### src/rtl/cdte_pkg.sv
package cdte_pkg;

    localparam int unsigned YEAR_W   = 12;
    localparam int unsigned MONTH_W  = 4;
    localparam int unsigned DAY_W    = 5;
    localparam int unsigned HOUR_W   = 5;
    localparam int unsigned MINUTE_W = 6;
    localparam int unsigned SECOND_W = 6;
    localparam int unsigned SECS_W   = 32;

    // day count since the epoch, valid dates only
    localparam int unsigned DAYS_W   = 20;
    // seconds within one day, wide enough for any unchecked field pattern
    localparam int unsigned TOD_W    = 17;
    localparam int unsigned DOY_W    = 9;

    localparam logic [YEAR_W-1:0]   EPOCH_YEAR       = 12'd1970;
    localparam logic [16:0]         SECS_PER_DAY     = 17'd86400;
    localparam logic [11:0]         SECS_PER_HOUR    = 12'd3600;
    localparam logic [5:0]          SECS_PER_MINUTE  = 6'd60;
    localparam logic [8:0]          DAYS_COMMON_YEAR = 9'd365;
    // leap years in 1..1969
    localparam logic [10:0]         LEAPS_BEFORE_EPOCH = 11'd477;

    localparam logic [MONTH_W-1:0]  MONTH_JAN = 4'd1;
    localparam logic [MONTH_W-1:0]  MONTH_FEB = 4'd2;
    localparam logic [MONTH_W-1:0]  MONTH_DEC = 4'd12;

    localparam logic [HOUR_W-1:0]   HOUR_MAX   = 5'd23;
    localparam logic [MINUTE_W-1:0] MINUTE_MAX = 6'd59;
    localparam logic [SECOND_W-1:0] SECOND_MAX = 6'd59;

    // floor(y/100) for y below 4096 as (y * 1311) >> 17
    localparam logic [10:0]         DIV100_MUL   = 11'd1311;
    localparam int unsigned         DIV100_SHIFT = 17;
    localparam logic [6:0]          HUNDRED      = 7'd100;

    typedef logic [YEAR_W-1:0] year_t;

    function automatic logic [DAY_W-1:0] month_len(input logic [MONTH_W-1:0] m);
        logic [DAY_W-1:0] len;
        case (m)
            4'd1, 4'd3, 4'd5, 4'd7, 4'd8, 4'd10, 4'd12: len = 5'd31;
            4'd4, 4'd6, 4'd9, 4'd11:                    len = 5'd30;
            4'd2:                                       len = 5'd28;
            default:                                    len = 5'd0;
        endcase
        return len;
    endfunction

    function automatic logic [DOY_W-1:0] days_ahead(input logic [MONTH_W-1:0] m);
        logic [DOY_W-1:0] d;
        case (m)
            4'd1:    d = 9'd0;
            4'd2:    d = 9'd31;
            4'd3:    d = 9'd59;
            4'd4:    d = 9'd90;
            4'd5:    d = 9'd120;
            4'd6:    d = 9'd151;
            4'd7:    d = 9'd181;
            4'd8:    d = 9'd212;
            4'd9:    d = 9'd243;
            4'd10:   d = 9'd273;
            4'd11:   d = 9'd304;
            4'd12:   d = 9'd334;
            default: d = 9'd0;
        endcase
        return d;
    endfunction

endpackage

### src/rtl/civil_date_to_epoch_seconds.sv
// channel | ports                                        | direction
// --------+----------------------------------------------+----------
// input   | s_valid s_ready s_year s_month s_day s_hour  | in
//         | s_minute s_second                            |
// result  | m_valid m_ready m_epoch_seconds m_rejected   | out
//
// four register stages: range checks and year/100 estimate, leap and
// calendar terms, day count, day*86400 multiply and final sum
// one transaction per cycle sustained while m_ready is held high
// each stage loads when it is empty or the next one moves, so bubbles collapse
// and a stall on m_ready backs up without loss
// aresetn clears the valid bits only
module civil_date_to_epoch_seconds (
    input  logic                          aclk,
    input  logic                          aresetn,
    input  logic                          s_valid,
    output logic                          s_ready,
    input  logic [cdte_pkg::YEAR_W-1:0]   s_year,
    input  logic [cdte_pkg::MONTH_W-1:0]  s_month,
    input  logic [cdte_pkg::DAY_W-1:0]    s_day,
    input  logic [cdte_pkg::HOUR_W-1:0]   s_hour,
    input  logic [cdte_pkg::MINUTE_W-1:0] s_minute,
    input  logic [cdte_pkg::SECOND_W-1:0] s_second,
    output logic                          m_valid,
    input  logic                          m_ready,
    output logic [cdte_pkg::SECS_W-1:0]   m_epoch_seconds,
    output logic                          m_rejected
);

    // stage valid bits and load enables
    logic v1_reg, v2_reg, v3_reg, v4_reg;
    logic rdy1, rdy2, rdy3, rdy4;

    assign rdy4    = !v4_reg || m_ready;
    assign rdy3    = !v3_reg || rdy4;
    assign rdy2    = !v2_reg || rdy3;
    assign rdy1    = !v1_reg || rdy2;
    assign s_ready = rdy1;

    // stage 1
    cdte_pkg::year_t                 year1_reg;
    logic [cdte_pkg::MONTH_W-1:0]    month1_reg;
    logic [cdte_pkg::DAY_W-1:0]      day1_reg;
    logic [cdte_pkg::HOUR_W-1:0]     hour1_reg;
    logic [cdte_pkg::MINUTE_W-1:0]   minute1_reg;
    logic [cdte_pkg::SECOND_W-1:0]   second1_reg;
    logic [5:0]                      q1_reg, q1_next;
    logic                            bad1_reg, bad1_next;
    logic [22:0]                     div_prod;

    always_comb begin
        div_prod = 23'(s_year) * 23'(cdte_pkg::DIV100_MUL);
        q1_next  = div_prod[cdte_pkg::DIV100_SHIFT +: 6];
        bad1_next = (s_year < cdte_pkg::EPOCH_YEAR) ||
                    (s_month < cdte_pkg::MONTH_JAN) ||
                    (s_month > cdte_pkg::MONTH_DEC) ||
                    (s_day == '0) ||
                    (s_hour > cdte_pkg::HOUR_MAX) ||
                    (s_minute > cdte_pkg::MINUTE_MAX) ||
                    (s_second > cdte_pkg::SECOND_MAX);
    end

    // stage 2
    logic                            bad2_reg, bad2_next;
    logic [cdte_pkg::YEAR_W-1:0]     yl2_reg, yl2_next;
    logic [10:0]                     ly2_reg, ly2_next;
    logic [cdte_pkg::DOY_W-1:0]      doy2_reg, doy2_next;
    logic [cdte_pkg::DAY_W-1:0]      day2_reg;
    logic [cdte_pkg::TOD_W-1:0]      tod2_reg, tod2_next;
    logic [cdte_pkg::YEAR_W-1:0]     rem_est, rem_fix;
    logic [5:0]                      q_fix;
    logic                            rem_over, leap;
    logic [cdte_pkg::DAY_W:0]        max_day;
    logic [10:0]                     leaps_thru;

    always_comb begin
        rem_est  = year1_reg - 12'(q1_reg) * 12'(cdte_pkg::HUNDRED);
        rem_over = rem_est >= 12'(cdte_pkg::HUNDRED);
        rem_fix  = rem_over ? rem_est - 12'(cdte_pkg::HUNDRED) : rem_est;
        q_fix    = q1_reg + 6'(rem_over);
        // divisible by 4 and not by 100, or by 400
        leap = ((year1_reg[1:0] == 2'b00) && (rem_fix != '0)) ||
               ((rem_fix == '0) && (q_fix[1:0] == 2'b00));
        max_day = {1'b0, cdte_pkg::month_len(month1_reg)} +
                  6'((month1_reg == cdte_pkg::MONTH_FEB) && leap);
        bad2_next = bad1_reg || ({1'b0, day1_reg} > max_day);
        // leaps in 1..year, then drop this year and those before the epoch
        leaps_thru = {1'b0, year1_reg[11:2]} - {5'b0, q_fix} + {7'b0, q_fix[5:2]};
        ly2_next   = leaps_thru - 11'(leap) - cdte_pkg::LEAPS_BEFORE_EPOCH;
        yl2_next   = year1_reg - cdte_pkg::EPOCH_YEAR;
        doy2_next  = cdte_pkg::days_ahead(month1_reg) +
                     9'((month1_reg > cdte_pkg::MONTH_FEB) && leap);
        tod2_next  = 17'(hour1_reg) * 17'(cdte_pkg::SECS_PER_HOUR) +
                     17'(minute1_reg) * 17'(cdte_pkg::SECS_PER_MINUTE) +
                     17'(second1_reg);
    end

    // stage 3
    logic                            bad3_reg;
    logic [cdte_pkg::DAYS_W-1:0]     days3_reg, days3_next;
    logic [cdte_pkg::TOD_W-1:0]      tod3_reg;

    always_comb begin
        days3_next = 20'(yl2_reg) * 20'(cdte_pkg::DAYS_COMMON_YEAR) + 20'(ly2_reg) +
                     20'(doy2_reg) + 20'(day2_reg) - 20'd1;
    end

    // stage 4, output register
    logic [cdte_pkg::SECS_W-1:0]     secs4_reg, secs4_next;
    logic                            bad4_reg;

    always_comb begin
        secs4_next = bad3_reg ? '0 :
                     32'(days3_reg) * 32'(cdte_pkg::SECS_PER_DAY) + 32'(tod3_reg);
    end

    always_ff @(posedge aclk) begin
        if (!aresetn) begin
            v1_reg <= 1'b0;
            v2_reg <= 1'b0;
            v3_reg <= 1'b0;
            v4_reg <= 1'b0;
        end else begin
            if (rdy1) v1_reg <= s_valid;
            if (rdy2) v2_reg <= v1_reg;
            if (rdy3) v3_reg <= v2_reg;
            if (rdy4) v4_reg <= v3_reg;
        end
    end

    always_ff @(posedge aclk) begin
        if (rdy1) begin
            year1_reg   <= s_year;
            month1_reg  <= s_month;
            day1_reg    <= s_day;
            hour1_reg   <= s_hour;
            minute1_reg <= s_minute;
            second1_reg <= s_second;
            q1_reg      <= q1_next;
            bad1_reg    <= bad1_next;
        end
        if (rdy2) begin
            bad2_reg <= bad2_next;
            yl2_reg  <= yl2_next;
            ly2_reg  <= ly2_next;
            doy2_reg <= doy2_next;
            day2_reg <= day1_reg;
            tod2_reg <= tod2_next;
        end
        if (rdy3) begin
            bad3_reg  <= bad2_reg;
            days3_reg <= days3_next;
            tod3_reg  <= tod2_reg;
        end
        if (rdy4) begin
            secs4_reg <= secs4_next;
            bad4_reg  <= bad3_reg;
        end
    end

    assign m_valid         = v4_reg;
    assign m_epoch_seconds = secs4_reg;
    assign m_rejected      = bad4_reg;

endmodule
### config.mk
export PLATFORM = sky130hd
export DESIGN_NAME = civil_date_to_epoch_seconds
export DESIGN_NICKNAME = d
export VERILOG_FILES = /design/src/rtl/cdte_pkg.sv /design/src/rtl/civil_date_to_epoch_seconds.sv
export SDC_FILE = /design/constraint.sdc
export NUM_CORES = 1
export LEC_CHECK = 0
export BUFFER_PORTS_ARGS = -buffer_cell sky130_fd_sc_hd__clkbuf_2
export CAP_MARGIN = 10
export CELL_PAD_IN_SITES_DETAIL_PLACEMENT = 0
export CELL_PAD_IN_SITES_GLOBAL_PLACEMENT = 1
export CORE_MARGIN = 1.5
export CORE_UTILIZATION = 52
export DETAILED_ROUTE_END_ITERATION = 7
export MAX_ROUTING_LAYER = met4
export PLACE_DENSITY = 0.95
export SETUP_SLACK_MARGIN = 0.15
export SLEW_MARGIN = 20
export SYNTH_ARGS = -nofsm -noshare
export SYNTH_HDL_FRONTEND = slang
export SYNTH_SLANG_ARGS = --single-unit
export TNS_END_PERCENT = 50
### constraint.sdc
create_clock -name aclk -period 9.3 [get_ports aclk]
set_clock_uncertainty 0.2 [all_clocks]
set_input_delay 0.93 -clock aclk [delete_from_list [all_inputs] [get_ports aclk]]
set_output_delay 0.93 -clock aclk [all_outputs]
set_load 0.005 [all_outputs]
==> implementation parameters <==
Parameter                              Value

Run status
  Result of the run    finished clean

Setup path
  Endpoint kind of the worst setup timing path    register
  Crit path arrival time    8.37 ns
  Setup crit start kind    register
  Maximum fanout count along the critical path    4
  CP max stage delay    0.55 ns
  Critical Setup Path Class    reg -> reg
  Data required time at the worst endpoint    between 9 and 10 ns
  Critical Path Most Common Cell    ha_1
  Critical-path cell with the highest stage delay    fa_1

Synthesis
  Syn_area_per_cell    10.8 um^2
  Number of distinct library cells after synthesis    67
  Top cell type's share of synthesized area    26.3%
  Leading area contributor after synthesis    edfxtp_1
  Number of instances in the synthesized netlist    about 1,800
  Summed instance area of the synthesized netlist    a little under 20,000 um^2
  Net count of the mapped netlist    2,396
  Register bit count reported by yosys    roughly 190
  Ys async rst share    0%
  Synth top area cells    edfxtp_1 (26%), ha_1 (24%), fa_1 (18%), inv_1 (7.6%), xnor2_1 (4.3%)
  Sequential share of the synthesized area    28.0%
  Post-synth top flop    edfxtp_1
  Count of yosys warnings during synthesis    0
  Number of synthesized flops with an enable pin    171

Clocking
  Number of hold-repair buffers added at the cts stage    0
  Number of buffers added by the clock tree synthesis step    17
  CTS H-tree depth    4
  Clk_lat worst skew    0.45 ns
  CTS tree    done
  Clock sink count    approximately 190
  Root Driver    clkbuf_16
  CTS max path bufs    2
  Register clock-pin slew on the reported worst setup and hold paths    about 0.08 ns

Floorplan
  DIE AREA    38,700 um^2
  Placement Rows    70
  X dimension of the die    197 um
  Initial standard-cell utilization of the core    53.0%
  Number of primary I/O pins    77
  Standard cell core area    36,800 um^2
  Height of the die    a little under 200 um

Place
  Number of I/O port buffers    76
  Placed wire-length estimate after detailed placement    29.1 mm
  Minimum setup slack after placement    0.667 ns
  RePlAce Congestion    0.847

Global routing
  Wire length of the first global-routing pass    60.2 mm
  Initial antenna violation count    0
  All-layer global routing usage    19.8%
  Vias in the first global route    13,000
  Maximum number of pins on one net before global-route repair    56
  GRT Residual Overflow    0

STA
  Part of the cycle the worst path needs    90.1%
  Post-Route Hold Slack    0.214 ns
  Unrepaired setup endpoints after global routing    false
  Tightest Pin Transition    0.781 ns
  Total Neg Setup Slack    0 ns
  Total count of hold-check failures in the final report    0
  Final worst slack    slightly above 0.9 ns
  Highest achievable clock rate    119 MHz
  Worst slew margin relative to its limit    between 40 and 50%
  Total of endpoints with negative setup slack in the final report    0
  Count of final max-slew check failures    0
  Final worst path period need    8.38 ns

Finish
  Most common cell after layout, fill and taps aside    inv_1
  Max FFs per register    32
  Count of inserted antenna diode cells    0
  Most used cells in the layout excluding fill and tap cells    inv_1 (395), ha_1 (369), fa_1 (179), edfxtp_1 (171), xnor2_1 (96)
  Ratio of cells with drive above 1 in the final layout    under 10%
  Area grow syn2layout    8.12%
  Count of nets after finishing    2,490

Detailed routing
  Via-to-Cell Ratio    5.30
  # DRC    0
  Antenna Nets Post-Route    0
  Iteration-0 DRC count of the detailed router    542
  Number of iterations in the first detailed-routing pass    6
  Wirelength per Cell    14.7 um
  Total length of routed wires    between 30 and 40 mm
  Via Count    12,600

Hold path
  Worst hold path class    reg -> reg

Job
  Number of maximum-capacitance violations    0
## through the flow
stage,utilization [%],instance area [um^2],instances
final,57.3,21100,2381
after CTS,57.3,21100,2381
after floorplan,-,19500,1806
after global placement,55.7,20500,2349
after global routing,57.3,21100,2381
after detailed placement,55.7,20500,2349
## cell type report
cell class,count,area [um^2]
Inverter,397,1490
Sequential cell,187,5460
Clock inverter,12,129
Multi-Input combinational cell,1216,12500
Fill cell,3057,15700
Tap cell,468,586
Timing Repair Buffer,81,418
Clock buffer,20,457
## worst max-delay path, delay by kind of cell, from the launching register on
kind / cells / cell delay [ns]
AND/OR/NAND/NOR: 3 / 0.63
flip-flops: 1 / 0.47
AO/OA/AOI/OAI: 15 / 2.68
adder cells (fa/ha/maj): 11 / 3.73
buffers and inverters: 2 / 0.14
XOR/XNOR: 2 / 0.26
## cells by family after synthesis
family                     synth area share (%)
adders and majority gates                  42.1
buffers and inverters                      7.76
AOI/OAI and AO/OA                          8.89
and+or+nand+nor                            7.01
DFF                                        28.0
xor gates and xnor gates                   5.84
muxes                                     0.481
## cells in the mapped netlist, types with 11 or more instances
| cell | n |
|---|---|
| inv_1 | 396 |
| ha_1 | 369 |
| fa_1 | 179 |
| edfxtp_1 | 171 |
| xnor2_1 | 96 |
| a21oi_1 | 88 |
| nor2_1 | 68 |
| nand2_1 | 46 |
| o21ai_0 | 37 |
| xor2_1 | 34 |
| nor3_1 | 28 |
| a21o_1 | 27 |
| nand3_1 | 20 |
| nor2b_1 | 20 |
| a211oi_1 | 19 |
| o21bai_1 | 18 |
| dfxtp_1 | 16 |
| o21a_1 | 12 |
| nand2b_1 | 11 |
## metal layers
layer | global-route usage, % | routed length, um | vias to the layer above
met2 | 34.4 | 18000 | 213
met4 | 4.69 | 456 | 0
met3 | 2.64 | 963 | 35
li1 | - | - | 6264
met1 | 24.6 | 15700 | 6104
met5 | - | 0 | -
## worst paths after layout
kind / endpoint / slack, ns / from / cells after the start
setup / recovery: ly2_reg[10]$_DFFE_PP_ / 0.92 / q1_reg[1]$_DFFE_PP_ / 33
hold / removal: tod3_reg[9]$_DFFE_PP_ / 0.21 / tod2_reg[9]$_DFFE_PP_ / 0
setup reg to reg: ly2_reg[10]$_DFFE_PP_ / 0.92 / q1_reg[1]$_DFFE_PP_ / 33
hold reg to reg: tod3_reg[9]$_DFFE_PP_ / 0.21 / tod2_reg[9]$_DFFE_PP_ / 0
## timing repair
item / CTS / global route
resized for setup: 0 / 3
buffers inserted: 0 / 0
endpoints found under the setup margin: 0 / 3
Power is left out: the tool's default activity adds up to more than one toggle a clock period on the data nets, which glitch-free logic cannot reach.
